$ cat src/sv/bfbp_pkg.sv
// bfbp_pkg: sizes, payload types, cell control and candidate structs, fsm states
// for the best-fit bin packer; no dependencies

package bfbp_pkg;

    localparam int MAX_BINS  = 64;
    localparam int SIZE_BITS = 16;
    localparam int IDX_W     = $clog2(MAX_BINS);
    localparam int CNT_W     = $clog2(MAX_BINS + 1);

    typedef logic [SIZE_BITS-1:0] t_size;
    typedef logic [IDX_W-1:0]     t_idx;
    typedef logic [CNT_W-1:0]     t_cnt;

    typedef struct packed {
        t_size item_size;
        logic  start_new_set;
    } t_in_item;

    typedef struct packed {
        t_idx  bin_index;
        logic  opened_new;
        t_cnt  bins_used;
        t_size room_after;
        logic  no_fit;
    } t_out_item;

    // best candidate handed from cell to cell
    typedef struct packed {
        logic  vld;
        logic  found;
        t_idx  idx;
        t_size room;
    } t_cand;

    // broadcast control to every cell
    typedef struct packed {
        logic  clr;
        logic  we;
        t_idx  widx;
        t_size wroom;
        logic  fit_ok;
        t_size size;
        t_size cap;
    } t_cell_ctrl;

    typedef enum logic [1:0] {
        ST_IDLE,
        ST_SCAN,
        ST_WRITE
    } t_state;

endpackage

$ cat src/sv/bfbp_cell.sv
// bfbp_cell: one bin of the chain, holds its room and in-use bit and
// refines the best-fit candidate passing through; depends on bfbp_pkg

module bfbp_cell (
    input  logic                 i_clk,
    input  logic                 i_rst_n,
    input  bfbp_pkg::t_idx       i_idx,
    input  bfbp_pkg::t_cell_ctrl i_ctrl,
    input  bfbp_pkg::t_cand      i_cand,
    output bfbp_pkg::t_cand      o_cand
);
    import bfbp_pkg::*;

    logic  r_in_use;
    t_size r_room;
    t_cand r_cand;
    t_size w_room;
    logic  w_take;

    assign w_room = r_in_use ? r_room : i_ctrl.cap;
    assign w_take = i_ctrl.fit_ok && (w_room >= i_ctrl.size)
                    && (!i_cand.found || (w_room < i_cand.room));

    always_ff @(posedge i_clk) begin
        if (!i_rst_n) begin
            r_in_use   <= 1'b0;
            r_cand.vld <= 1'b0;
        end else begin
            r_cand.vld <= i_cand.vld;
            if (i_ctrl.clr) begin
                r_in_use <= 1'b0;
            end else if (i_ctrl.we && (i_ctrl.widx == i_idx)) begin
                r_in_use <= 1'b1;
            end
            if (i_cand.vld) begin
                if (w_take) begin
                    r_cand.found <= 1'b1;
                    r_cand.idx   <= i_idx;
                    r_cand.room  <= w_room;
                end else begin
                    r_cand.found <= i_cand.found;
                    r_cand.idx   <= i_cand.idx;
                    r_cand.room  <= i_cand.room;
                end
            end
        end
    end

    always_ff @(posedge i_clk) begin
        if (i_ctrl.we && (i_ctrl.widx == i_idx)) begin
            r_room <= i_ctrl.wroom;
        end
    end

    assign o_cand = r_cand;

endmodule

$ cat config.mk
export PLATFORM = sky130hd
export DESIGN_NAME = bfbp_cell
export DESIGN_NICKNAME = d
export VERILOG_FILES = /design/src/sv/bfbp_pkg.sv /design/src/sv/bfbp_cell.sv
export SDC_FILE = /design/constraint.sdc
export NUM_CORES = 1
export LEC_CHECK = 0
export CORE_MARGIN = 2
export CORE_UTILIZATION = 52
export CTS_CLUSTER_DIAMETER = 120
export CTS_CLUSTER_SIZE = 8
export DETAILED_ROUTE_END_ITERATION = 10
export DONT_BUFFER_PORTS = 1
export GPL_TIMING_DRIVEN = 0
export PLACE_DENSITY = 0.68
export SYNTH_ARGS = -nofsm -noshare
export SYNTH_HDL_FRONTEND = slang
export SYNTH_SLANG_ARGS = --single-unit
$ cat constraint.sdc
create_clock -name i_clk -period 6.4 [get_ports i_clk]
set_clock_uncertainty 0.1 [all_clocks]
set_input_delay 0.32 -clock i_clk [delete_from_list [all_inputs] [get_ports i_clk]]
set_output_delay 0.32 -clock i_clk [all_outputs]
set_load 0.005 [all_outputs]
==> metrics, run 1 <==
H-tree depth reported by CTS=2; Netlist cell types=33; count of buffers inserted at the top-level ports=0; number of filler instances in the final layout=416; status=finished clean; Core Box Area=0.004817 sq mm; area of the die=0.005653 sq mm; post-cts repair resize count=0; Post-Synthesis Mean Instance Area=12.85 sq um; Compound-Gate Fraction of Synth Area=7.170%; drt total wl=5334 um; Clock Latency Late Sink=280 ps; proportion of layout cells with a drive suffix above 1=22.69%; post-route setup TNS=0 ps; Initial DRC Count=97; fin crit share=70.11%; effective utilization at floorplan=54.70%; Post CTS Setup Buffer Count=0; static leakage=1.183 nW; class of the most critical hold timing path=input port to flip-flop; endpoints failing hold=0; first-pass GRT wire length=7797 um; RSZ-0062 raised after global routing=false; worst relative slew slack=34.78%; critical path launch point type=flip-flop; Pre-antenna DRT Iters=4; main flop type after synthesis=edfxtp_1; most frequent cells in the layout=edfxtp_1 (39), inv_1 (32), ha_1 (31); simple logic cell fraction of the synthesized area=5.603%; parity-gate share of the synthesized area counting xor and xnor cells=1.994%; shortest clock period the worst path allows after layout=4487 ps; largest net degree at the start of global routing=24; initial antenna violation count=0; Max Transition Viols Final=0; CTS clk-pin slew, worst paths=70 ps; post-DR wirelength/cell=18.85 um; Die Y-Extent=75.19 um; endpoint type of the worst setup path=flip-flop; number of global-route vias before repair=1700; average via count per standard cell=5.668; data required time at the worst endpoint=6340 ps; maximum fanout count along the critical path=10; main combinational cell family by area after synthesis=multiplexers; gpl congestion=0.8334; Critical R2R Launch=r_in_use; post-synthesis share of cell area spent on full adders, half adders and majority gates=14.72%; Max Cap Violations=0; maximum clock path buffer count=2; relative area change from synthesis to final layout=8.405%; peak ir drop on the vdd network=0.0001286 V; die width=75.19 um; number of synthesized flops with an enable pin=39; Register-to-Register Setup Slack=1910 ps; number of sinks handled by clock tree synthesis=41; Final #Nets=335; final core occ=59.30%; sequential-to-total area share from yosys stat=45.96%; Worst Max-Slew Pin Slew=978.3 ps; proportion of synthesized area in mux cells=18.85%; count of warnings emitted by yosys=0; worst reg2reg path endpoint=o_cand[5]; residual DRC count=0; clock tree from TritonCTS=done; ys async rst share=0%; synthesized netlist net count=325; hold worst-path end=r_room[13]; count of final setup violators=0; number of top-level design ports=113; instance count along the most critical hold path=0; placed wire-length estimate after detailed placement=4407 um; critical path arrival=4420 ps; number of inserted diodes=0; count of standard-cell rows=25; Via Count=1604; global-route usage over all layers=19.14%; number of standard cells after synthesis=205; FF-to-FF path depth=11; number of buffers created by CTS=5; antenna violation net count after detailed routing=0; Overflow after GRT=0; Mapped Area=0.002635 sq mm; clock root buffer=clkbuf_8; most common cell after layout, fill and taps aside=edfxtp_1; power density of the placed cells=214.1 mW/mm^2; kind of critical path=flip-flop to flip-flop; fmax=0.2229 GHz; number of register bits inferred by synthesis=41; start point of the worst min-delay path=i_ctrl[46]
## final cells by class
| cell class | instances | area, sq um | share of cell area, % |
|---|---|---|---|
| clock inverter | 2 | 33.78 | 1.183 |
| multi-input combinational | 128 | 1280 | 44.81 |
| sequential | 41 | 1211 | 42.40 |
| timing repair buffer | 3 | 25.02 | 0.8760 |
| buffer | 4 | 30.03 | 1.051 |
| clock buffer | 6 | 72.57 | 2.541 |
| tap | 67 | 83.83 | 2.935 |
| inverter | 32 | 120.1 | 4.205 |
## how the worst max path moves through the flow
stage	startpoint	slack, ps	to
after CTS	r_in_use	1790	o_cand[15]
after global routing	r_in_use	1630	o_cand[9]
final	r_in_use	1910	o_cand[5]
after detailed placement	r_in_use	1800	o_cand[15]
after global placement	r_in_use	1940	o_cand[17]
after floorplan	r_in_use	2590	o_cand[10]
## critical path, stage by stage, from the launching register on
cell and delay [ps]:
dfxtp_1 310, clkbuf_1 390, buf_1 540, mux2_2 440, ha_1 310, nand4_1 130
or3_4 430, a2111oi_2 410, o41ai_2 170, a311oi_4 450, buf_6 250, mux2_4 310
## power breakdown
| part | switching, mW | internal (mW) |
|---|---|---|
| registers | 0.00640 | 0.310 |
| logic | 0.0453 | 0.0499 |
| clock network | 0.0843 | 0.115 |
## sequential cells by signal, summed over array words and instances, names as in the netlist
register  count
r_in_use      1
o_cand       24
r_room       16
## repair_timing
| item | in CTS | in global routing |
|---|---|---|
| endpoints found under the setup margin | 0 | 0 |
| endpoints found under the hold margin | 1 | 0 |
| hold buffers | 1 | 0 |
## through the flow
| stage | total power [mW] | worst slack (ps) | std cells | hold slack, ps | area, sq um |
|---|---|---|---|---|---|
| final | 0.6115 | 1913 | 283 | 26.83 | 2856 |
| after global routing | 0.6418 | 1630 | 283 | 8.273 | 2856 |
| after CTS | 0.6178 | 1787 | 283 | 13.51 | 2856 |
| after detailed placement | 0.4184 | 1804 | 274 | 299.2 | 2740 |
| after global placement | 0.4132 | 1940 | 272 | 298.0 | 2719 |
| after floorplan | 0.3988 | 2593 | 205 | 296.1 | 2635 |
## routing by layer
| metal | vias to the layer above | global-route usage [%] | share of wire (%) |
|---|---|---|---|
| met5 | - | 0 | 0 |
| met4 | 0 | 7.212 | 1.2 |
| met3 | 6 | 6.961 | 11 |
| met2 | 91 | 34.60 | 50 |
| met1 | 739 | 20.34 | 38 |
| li1 | 768 | - | - |
## cell usage after synthesis, types with 2 or more instances
cell,number,area (sq um)
nor2_1,3,11.26
mux2_2,15,168.9
nand3_1,3,15.01
edfxtp_1,39,1171
mux2_4,19,285.3
o21a_1,3,22.52
nand2b_1,2,12.51
xor2_1,3,26.28
dfxtp_1,2,40.04
xnor2_1,3,26.28
buf_6,2,22.52
and2_1,2,12.51
mux2i_1,2,20.02
a21oi_1,11,55.05
nand2_1,7,26.28
nand4_1,6,37.54
mux2_1,2,22.52
inv_1,32,120.1
ha_1,31,387.9
o21ai_0,5,25.02
## logic make-up after synthesis
group / after synthesis
buffers and inverters: 36
muxes: 38
adders and majority gates: 31
and+or+nand+nor: 27
AOI/OAI and AO/OA: 26
DFF: 41
xor gates and xnor gates: 6
(Power assumes the default switching activity.)
==> inputs of run 2 (changes only) <==
==> constraint.sdc (replaced) <==
create_clock -name i_clk -period 4.2 [get_ports i_clk]
set_clock_uncertainty 0.1 [all_clocks]
set_input_delay 0.21 -clock i_clk [delete_from_list [all_inputs] [get_ports i_clk]]
set_output_delay 0.21 -clock i_clk [all_outputs]
set_load 0.005 [all_outputs]
==> metrics, run 2 (same netlist as run 1, synthesis figures left out) <==
proportion of layout cells with a drive suffix above 1=21.79% (-0.89 points); kind of critical path=flip-flop to flip-flop; Via Count=1689 (+5.3%); Flop pwr share=50.9% (-0.9 points); Critical R2R Launch=r_in_use; number of global-route vias before repair=1835 (+7.9%); Clock Latency Late Sink=280 ps (about the same); global-route usage over all layers=20.01% (+0.87 points); worst reg2reg path endpoint=o_cand[5]; die width=75.19 um (unchanged); H-tree depth reported by CTS=2 (unchanged); most frequent cells in the layout=edfxtp_1 (39), inv_1 (32), ha_1 (31); endpoints failing hold=0 (unchanged); Final #Nets=353 (+5.4%); antenna violation net count after detailed routing=0 (unchanged); data required time at the worst endpoint=4140 ps (-2200 ps); Core Box Area=0.004817 sq mm (unchanged); critical path arrival=3940 ps (-480 ps); count of final setup violators=0 (unchanged); Die Y-Extent=75.19 um (unchanged); shortest clock period the worst path allows after layout=4000 ps (-487.0 ps); FF-to-FF path depth=10 (-1); critical path launch point type=flip-flop; maximum fanout count along the critical path=10 (unchanged); Pre-antenna DRT Iters=4 (unchanged); Initial DRC Count=83 (-14%); Max Transition Viols Final=0 (unchanged); area of the die=0.005653 sq mm (unchanged); start point of the worst min-delay path=i_cand[22]; average via count per standard cell=5.611 (-1.0%); fin crit share=95.24% (+25 points); count of standard-cell rows=25 (unchanged); gpl congestion=0.8334 (unchanged); drt total wl=5532 um (+3.7%); peak ir drop on the vdd network=0.0001980 V (+54%); maximum clock path buffer count=2 (unchanged); hold slack=15.46 ps (-11.38 ps); effective utilization at floorplan=54.70% (unchanged); number of inserted diodes=0 (unchanged); Overflow after GRT=0 (unchanged); power density of the placed cells=311.3 mW/mm^2 (+45%); clock root buffer=clkbuf_8; post-DR wirelength/cell=18.38 um (-2.5%); CTS clk-pin slew, worst paths=80 ps (about the same); Post CTS Setup Buffer Count=0 (unchanged); proportion of power drawn by combinational gates=16.8% (+1.2 points); internal power summed over all cells=0.7356 mW (+55%); residual DRC count=0 (unchanged); most common cell after layout, fill and taps aside=edfxtp_1; initial antenna violation count=0 (unchanged); RSZ-0062 raised after global routing=false; Sw Share=22.42% (+0.17 points); number of top-level design ports=113 (unchanged); first-pass GRT wire length=8197 um (+5.1%); static leakage=1.270 nW (+7.4%); Register-to-Register Setup Slack=200 ps (-1710 ps); fmax=0.2500 GHz (+12%); switching power total=0.2125 mW (+56%); class of the most critical hold timing path=input port to flip-flop; Largest register FFs=24 (unchanged); Max Cap Violations=0 (unchanged); worst relative slew slack=33.89% (-0.89 points); number of buffers created by CTS=5 (unchanged); placed wire-length estimate after detailed placement=4407 um (unchanged); instance count along the most critical hold path=1 (+1); clock tree from TritonCTS=done; count of buffers inserted at the top-level ports=0 (unchanged); hold worst-path end=o_cand[22]; largest net degree at the start of global routing=24 (unchanged); share of power burned in the clock network=32.3% (-0.3 points); endpoint type of the worst setup path=flip-flop; status=finished clean; relative area change from synthesis to final layout=15.57%; post-route setup TNS=0 ps (unchanged); Worst Max-Slew Pin Slew=991.7 ps (+13.39 ps); number of sinks handled by clock tree synthesis=41 (unchanged)
## run 2: how the worst max path moves through the flow
stage | startpoint | end | depth (start not counted)
after global placement | r_in_use | o_cand[17] | 11
after detailed placement | r_in_use | o_cand[15] | 11
final | r_in_use | o_cand[5] | 10
after global routing | r_in_use | o_cand[9] | 10
after floorplan | r_in_use | o_cand[10] | 11
after CTS | r_in_use | o_cand[15] | 10
## run 2: cell type report
type / instances / area [sq um]
timing repair buffer: 22 / 215.2
clock buffer: 6 / 72.57
sequential: 41 / 1212
inverter: 32 / 120.1
clock inverter: 2 / 33.78
fill: 391 / 1772
buffer: 3 / 27.53
multi-input combinational: 128 / 1280
tap: 67 / 83.83
## run 2: power groups by stage
stage | Clock, mW | Combinational (mW) | Sequential (mW)
after floorplan | 0 | 0.119 | 0.489
after global placement | 0 | 0.138 | 0.492
after detailed placement | 0 | 0.145 | 0.493
after CTS | 0.311 | 0.160 | 0.483
after global routing | 0.331 | 0.178 | 0.485
final | 0.306 | 0.159 | 0.483
## run 2: layer usage
metal	GRT usage (%)	part of all wire, %	vias up
li1	-	-	802
met1	21.11	39	785
met2	36.94	50	94
met3	6.827	9.2	8
met4	7.018	1.5	0
met5	0	0	-
## run 2: worst max-delay path, stage by stage, from the launching register on
cell and delay, ps:
dfxtp_2 450, buf_2 320, mux2_2 410, ha_1 310, nand4_1 130, or3_4 430
a2111oi_2 420, o41ai_2 170, a311oi_4 450, buf_6 250, mux2_4 310
## run 2: per-stage QoR
stage,power [mW],instances,instance area [sq um],util [%],worst slack (ps)
floorplan,0.6077,205,2635,-,392.8
global placement,0.6297,272,2719,56.44,-259.9
detailed placement,0.6375,274,2740,56.88,-396.1
CTS,0.9543,301,3045,63.22,107.4
global route,0.9944,301,3045,63.22,4.954
finish,0.9482,301,3045,63.22,199.7
## run 2: repair_timing
item	4_1_cts	5_1_grt
gates resized for setup	2	0
hold buffers	20	0
hold endpoints to repair	18	0
endpoints found under the setup margin	22	0
